===== src/design/emrb_pkg.sv =====
`timescale 1ns / 1ps
`default_nettype none

package emrb_pkg;

	localparam int DESC_WORDS = 256;
	localparam int DESC_AW    = $clog2(DESC_WORDS);
	localparam int NUM_REGS   = 21;
	localparam int NUM_PLAIN  = 15;

	localparam logic       KIND_READ  = 1'b0;
	localparam logic       KIND_WRITE = 1'b1;
	localparam logic [1:0] ACC_WORD   = 2'd2;

	typedef enum logic [4:0] {
		REG_MODER      = 5'd0,
		REG_INT_SOURCE = 5'd1,
		REG_INT_MASK   = 5'd2,
		REG_IPGT       = 5'd3,
		REG_IPGR1      = 5'd4,
		REG_IPGR2      = 5'd5,
		REG_PACKETLEN  = 5'd6,
		REG_COLLCONF   = 5'd7,
		REG_TX_BD_NUM  = 5'd8,
		REG_CTRLMODER  = 5'd9,
		REG_MIIMODER   = 5'd10,
		REG_MIICOMMAND = 5'd11,
		REG_MIIADDRESS = 5'd12,
		REG_MIITX_DATA = 5'd13,
		REG_MIIRX_DATA = 5'd14,
		REG_MIISTATUS  = 5'd15,
		REG_MAC_ADDR0  = 5'd16,
		REG_MAC_ADDR1  = 5'd17,
		REG_HASH0      = 5'd18,
		REG_HASH1      = 5'd19,
		REG_TXCTRL     = 5'd20
	} reg_idx_t;

	localparam logic [31:0] MODER_RST     = 32'h0000_a000;
	localparam logic [31:0] PACKETLEN_RST = 32'h0040_0600;
	localparam logic [31:0] TX_BD_NUM_RST = 32'h0000_0040;
	localparam logic [31:0] MIIRX_FIRST   = 32'h0000_0022;
	localparam logic [31:0] MIIRX_SECOND  = 32'h0000_1613;
	localparam logic [31:0] MIIRX_LAST    = 32'h0000_ffff;

	localparam int          MODER_TXEN_BIT = 1;
	localparam int          MODER_PAD_BIT  = 15;
	localparam int          BD_READY_BIT   = 15;
	localparam int          BD_PAD_BIT     = 12;
	localparam logic [31:0] BD_CLEAR_MASK  = 32'h0000_81ff;

	localparam logic [3:0] SLOT_NONE = 4'hf;

	// register number to slot in the generic register bank
	localparam logic [3:0] SLOT_OF_REG [NUM_REGS] = '{
		SLOT_NONE, SLOT_NONE, SLOT_NONE, 4'd0, 4'd1, 4'd2, SLOT_NONE, 4'd3, SLOT_NONE,
		4'd4, 4'd5, 4'd6, 4'd7, 4'd8, SLOT_NONE, 4'd9, 4'd10, 4'd11, 4'd12, 4'd13, 4'd14
	};

	localparam logic [31:0] PLAIN_RST [NUM_PLAIN] = '{
		32'h12, 32'hc, 32'h12, 32'hf003f, 32'h0, 32'h64, 32'h0, 32'h0,
		32'h0, 32'h0, 32'h0, 32'h0, 32'h0, 32'h0, 32'h0
	};

	// descriptor memory request decoded from one access
	typedef struct packed {
		logic               rd;
		logic               wr;
		logic               tx;
		logic               ptr_ok;
		logic [DESC_AW-1:0] waddr;
		logic [DESC_AW-1:0] raddr;
		logic [31:0]        wdata;
		logic [6:0]         bdn;
		logic [15:0]        len;
	} bd_req_t;

endpackage

`default_nettype wire


===== src/design/emrb_regs.sv =====
`timescale 1ns / 1ps
`default_nettype none

module emrb_regs (
	input  logic             clk,
	input  logic             arst_n,
	input  logic             acc_en,
	input  logic             kind,
	input  logic [1:0]       access_width,
	input  logic [10:0]      byte_offset,
	input  logic [31:0]      write_data,
	output logic [31:0]      rdata,
	output logic             irq,
	output emrb_pkg::bd_req_t bd
);

	logic [31:0] mode_q;
	logic [31:0] src_q;
	logic [31:0] mask_q;
	logic [31:0] packlen_q;
	logic [31:0] bdnum_q;
	logic [31:0] miirx_q;
	logic [31:0] plain_q [emrb_pkg::NUM_PLAIN];

	logic                 word;
	logic                 reg_hit;
	emrb_pkg::reg_idx_t   ridx;
	logic [3:0]           slot;
	logic                 bd_in;
	logic                 ptr_ok;
	logic [7:0]           ptr_idx;
	logic [15:0]          len_raw;
	logic [15:0]          len_min;
	logic                 pad;

	always_comb begin
		word    = access_width == emrb_pkg::ACC_WORD;
		reg_hit = word && !byte_offset[10] && byte_offset[1:0] == 2'b00
			&& byte_offset[9:2] < 8'(emrb_pkg::NUM_REGS);
		ridx    = emrb_pkg::reg_idx_t'(byte_offset[6:2]);
		slot    = reg_hit ? emrb_pkg::SLOT_OF_REG[byte_offset[6:2]] : emrb_pkg::SLOT_NONE;
	end

	always_comb begin
		rdata = '0;
		if (reg_hit && kind == emrb_pkg::KIND_READ) begin
			unique case (ridx)
				emrb_pkg::REG_MODER:      rdata = mode_q;
				emrb_pkg::REG_INT_SOURCE: rdata = src_q;
				emrb_pkg::REG_INT_MASK:   rdata = mask_q;
				emrb_pkg::REG_PACKETLEN:  rdata = packlen_q;
				emrb_pkg::REG_TX_BD_NUM:  rdata = bdnum_q;
				emrb_pkg::REG_MIIRX_DATA: rdata = miirx_q;
				default: begin
					if (slot != emrb_pkg::SLOT_NONE) begin
						rdata = plain_q[slot];
					end
				end
			endcase
		end
	end

	// descriptor area decode, transmit check on the status word
	always_comb begin
		bd_in   = {1'b0, byte_offset[9:2]} < 9'(emrb_pkg::DESC_WORDS);
		ptr_idx = {byte_offset[9:3], 1'b1};
		ptr_ok  = {1'b0, ptr_idx} < 9'(emrb_pkg::DESC_WORDS);
		len_raw = write_data[31:16];
		len_min = packlen_q[31:16];
		pad     = (write_data[emrb_pkg::BD_PAD_BIT] || mode_q[emrb_pkg::MODER_PAD_BIT])
			&& len_min > len_raw;

		bd.rd     = acc_en && word && byte_offset[10] && bd_in && kind == emrb_pkg::KIND_READ;
		bd.wr     = acc_en && word && byte_offset[10] && bd_in && kind == emrb_pkg::KIND_WRITE;
		bd.tx     = bd.wr && byte_offset[2:0] == 3'b000
			&& write_data[emrb_pkg::BD_READY_BIT]
			&& {25'b0, byte_offset[9:3]} < bdnum_q
			&& mode_q[emrb_pkg::MODER_TXEN_BIT];
		bd.ptr_ok = ptr_ok;
		bd.waddr  = byte_offset[emrb_pkg::DESC_AW+1:2];
		// a read fetches its own word, anything else fetches the pointer word
		bd.raddr  = (kind == emrb_pkg::KIND_READ) ? byte_offset[emrb_pkg::DESC_AW+1:2]
			: ptr_idx[emrb_pkg::DESC_AW-1:0];
		bd.wdata  = bd.tx ? (write_data & ~emrb_pkg::BD_CLEAR_MASK) : write_data;
		bd.bdn    = byte_offset[9:3];
		bd.len    = pad ? len_min : len_raw;
	end

	always_ff @(posedge clk or negedge arst_n) begin
		if (!arst_n) begin
			mode_q    <= emrb_pkg::MODER_RST;
			src_q     <= '0;
			mask_q    <= '0;
			packlen_q <= emrb_pkg::PACKETLEN_RST;
			bdnum_q   <= emrb_pkg::TX_BD_NUM_RST;
			miirx_q   <= emrb_pkg::MIIRX_FIRST;
			for (int i = 0; i < emrb_pkg::NUM_PLAIN; i++) begin
				plain_q[i] <= emrb_pkg::PLAIN_RST[i];
			end
		end else if (acc_en) begin
			if (bd.tx) begin
				src_q[0] <= 1'b1;
			end
			if (reg_hit && kind == emrb_pkg::KIND_WRITE) begin
				unique case (ridx)
					emrb_pkg::REG_MODER:      mode_q    <= write_data;
					emrb_pkg::REG_INT_SOURCE: src_q     <= src_q & ~write_data;
					emrb_pkg::REG_INT_MASK:   mask_q    <= write_data;
					emrb_pkg::REG_PACKETLEN:  packlen_q <= write_data;
					emrb_pkg::REG_TX_BD_NUM:  bdnum_q   <= write_data;
					emrb_pkg::REG_MIIRX_DATA: miirx_q   <= write_data;
					default: begin
						if (slot != emrb_pkg::SLOT_NONE) begin
							plain_q[slot] <= write_data;
						end
					end
				endcase
			end else if (reg_hit && ridx == emrb_pkg::REG_MIIRX_DATA) begin
				// each read advances the canned phy answer until it holds the last value
				if (miirx_q == emrb_pkg::MIIRX_SECOND) begin
					miirx_q <= emrb_pkg::MIIRX_LAST;
				end else if (miirx_q == emrb_pkg::MIIRX_FIRST) begin
					miirx_q <= emrb_pkg::MIIRX_SECOND;
				end
			end
		end
	end

	assign irq = |(mask_q & src_q);

endmodule

`default_nettype wire


===== config.mk =====
export PLATFORM = sky130hd
export DESIGN_NAME = emrb_regs
export DESIGN_NICKNAME = d
export VERILOG_FILES = /design/src/design/emrb_pkg.sv /design/src/design/emrb_regs.sv
export SDC_FILE = /design/constraint.sdc
export NUM_CORES = 1
export LEC_CHECK = 0
export BUFFER_PORTS_ARGS = -buffer_cell sky130_fd_sc_hd__buf_2
export CAP_MARGIN = 10
export CELL_PAD_IN_SITES_DETAIL_PLACEMENT = 1
export CELL_PAD_IN_SITES_GLOBAL_PLACEMENT = 1
export CORE_MARGIN = 2
export CORE_UTILIZATION = 35
export DETAILED_ROUTE_END_ITERATION = 8
export GPL_TIMING_DRIVEN = 0
export PLACE_DENSITY_LB_ADDON = 0.1
export REMOVE_ABC_BUFFERS = 1
export SLEW_MARGIN = 5
export SYNTH_ARGS = -nofsm -noshare
export SYNTH_HDL_FRONTEND = slang
export SYNTH_SLANG_ARGS = --single-unit

===== constraint.sdc =====
create_clock -name clk -period 2.86 [get_ports clk]
set_input_delay 0.286 -clock clk [delete_from_list [all_inputs] [get_ports clk]]
set_output_delay 0.286 -clock clk [all_outputs]
set_load 0.05 [all_outputs]

==> impl_metrics.tcl <==
set metrics [dict create \
    cp.required_ns 2.57 \
    final_layout_size_suffix_gt1_frac 0.4714 \
    tightest_slew_ns 1.126 \
    place_congestion 0.8008 \
    yosysMostFrequentCell "dfrtp_1" \
    final_nets 3055 \
    p_sw_frac 0.2583 \
    area_delta_synth_final_pct 30.63 \
    start_kind "primary input" \
    synth_cell_types 76 \
    initial_core_util 0.3542 \
    die_w_um 308.8 \
    p_leak_uw 0.01994 \
    drt-initial-drc-count 2274 \
    synth_edf_count 0 \
    fmax_mhz 296.5 \
    drt-pass1-iter-count 7 \
    setup_viol 75 \
    placementRows 111 \
    clk_latency_ns 0.63 \
    antenna_found_initial 0 \
    netlist_instances 2734 \
    power.density_mw_per_mm2 527.2 \
    async_flop_share 1.000 \
    critical_path_class "in2out" \
    synth_area_per_cell_um2 11.89 \
    place_ws_ns -2.331 \
    drv_slew 0 \
    synth_top_area_share 0.4964 \
    root_buffer "clkbuf_16" \
    violations "negative setup slack" \
    netlist_area_mm2 0.03252 \
    htree_num_levels 3 \
    ys_warn_count 0 \
    fin_crit_ns 3.373 \
    fin_hold_ws_ns 0.1205 \
    rsz0062_at_grt "true" \
    grt-ovfl-total 0 \
    setup_ws_ns -0.5127 \
    io_pins 157 \
    placed_cell_area_mm2 0.03506 \
    ys_seq_area_frac 0.5182 \
    status "complete, but fails checks" \
    routedWlPerCell_um 32.52 \
    drv_cap 0 \
    synth-main-ff-cell "dfrtp_1" \
    dieArea_mm2 0.09536 \
    drc 0 \
    grt_max_degree 114 \
    clock-sinks 672 \
    power.switching_uw 5785 \
    skew_ns 0.01966 \
    clk_path_buf_depth 3 \
    fin_crit_sh 1.179 \
    seqPwrFrac 0.425 \
    cts_buffers 77 \
    tns_ns -22.75 \
    via_per_inst 5.877 \
    path_clk_slew_ns 0.06 \
    grt_pass1_wl_mm 192.4 \
    fin_area_mm2 0.04248 \
    p_comb_frac 0.106 \
    p_int_uw 16610 \
    numPortBuffers 155 \
    vdd_ir_drop_max_mv 0.3638 \
    ys_ff_latch 672 \
    vias 25160 \
    critPathCaptureType "output port" \
    yosys-top-cells-count "dfrtp_1, mux2_2, nand2_1" \
    grt_usage 0.2807 \
    synthTopCellsByArea "dfrtp_1, mux2_2, nand2_1" \
    hpwlAfterDp_mm 79.26 \
    critPathMaxFanout 6 \
    drt-total-wl_mm 139.3 \
    grt_pass1_vias 26200 \
    cts_tree "built" \
    worstPathArrival_ns 3.09 \
    slew_headroom 0.2494 \
    dieHeight_um 308.8 \
    yosys.area.top_type "dfrtp_1" \
    clockPowerShare 0.469 \
    drtAntennaViolNets 0 \
    core_area_mm2 0.09180 \
    min_path_type "in2reg" \
    hold_viol_final 0 \
]
stage by stage:
stage / instances / util / power, uW
2_1_floorplan: 2439 / - / 10200
4_1_cts: 4196 / 0.4439 / 22280
3_3_place_gp: 3837 / 0.3638 / 11190
3_5_place_dp: 3914 / 0.3819 / 11350
6_report: 4282 / 0.4627 / 22400
5_1_grt: 4281 / 0.4627 / 23030
per-layer routing:
metal / wire, um / vias to the layer above / GRT usage
li1: - / 10430 / -
met1: 59960 / 13590 / 0.3782
met2: 65220 / 872 / 0.4536
met3: 7370 / 273 / 0.03912
met4: 6718 / 0 / 0.1181
met5: 0 / - / 0
sequential cells by signal, summed over array words and instances, names as in the netlist:
register and cells:
plain_q 480, bdnum_q 32, mask_q 32, miirx_q 32
mode_q 32, packlen_q 32, src_q 32
layout make-up:
class | instances | area (um^2)
fillers | 9264 | 49320
diodes | 1 | 2.502
clock inverters | 22 | 316.6
repair buffers | 448 | 5280
clock buffers | 116 | 2316
well taps | 1243 | 1555
inverters | 43 | 172.7
flip-flops and latches | 672 | 16850
multi-input cells | 1737 | 15980
logic make-up (layout without fill, tap and decap cells):
family,after synthesis,count (layout),synth area share
AOI/OAI and AO/OA,495,496,0.1082
adders and majority gates,27,27,0.01039
buffers and inverters,338,629,0.04941
DFF,672,672,0.5182
muxes,658,658,0.2334
other,1,2,0.0001153
and+or+nand+nor,543,555,0.08031
worst paths after layout:
| kind | startpoint | endpoint | slack (ns) | cells after the start |
|---|---|---|---|---|
| setup / recovery | byte_offset[3] | rdata[22] | -0.51 | 13 |
| hold / removal | write_data[6] | bdnum_q[6] | 0.12 | 3 |
| setup reg to reg | miirx_q[5] | miirx_q[17] | 0.34 | 5 |
| hold reg to reg | plain_q[467] | plain_q[467] | 0.49 | 1 |
| max in group asynchronous | arst_n | plain_q[396] | 0.59 | 5 |
| min in group asynchronous | arst_n | plain_q[71] | 0.26 | 2 |
critical path, stage by stage:
cell     delay (ns)
buf_12         0.11
inv_8          0.04
ha_4           0.16
or3b_4         0.42
and4_4         0.21
buf_16         0.14
buf_16         0.14
or3_4          0.51
nand2_8        0.23
a21oi_2        0.08
a32o_2         0.27
o31ai_4        0.27
buf_6          0.20
power by group through the flow:
| stage | Combinational [uW] | Sequential [uW] | Clock [uW] |
|---|---|---|---|
| floorplan | 502 | 9700 | 0 |
| CTS | 2080 | 9520 | 10700 |
| global placement | 1480 | 9700 | 0 |
| global route | 2470 | 9520 | 11000 |
| finish | 2380 | 9530 | 10500 |
| detailed placement | 1650 | 9700 | 0 |
repair_timing:
action                     4_1_cts  5_1_grt
setup endpoints to repair      721      477
resized for setup              347      183
pin swaps                      109      104
hold buffers                     1        0
buffers inserted               126       83
cloned                          17        5
hold endpoints to repair        69        0
placed cells by master, fill, tap and decap left out, types with 67 or more instances in the layout:
master / synthesis / layout
mux2_2: 516 / 500
a21oi_1: 113 / 83
dfrtp_1: 645 / 643
mux2_4: 60 / 76
buf_12: 0 / 69
buf_6: 12 / 67
buf_4: 45 / 141
clkbuf_16: 0 / 83
nand2_1: 254 / 243
buf_2: 63 / 89
Note: power is estimated with default switching activity, not from simulation.
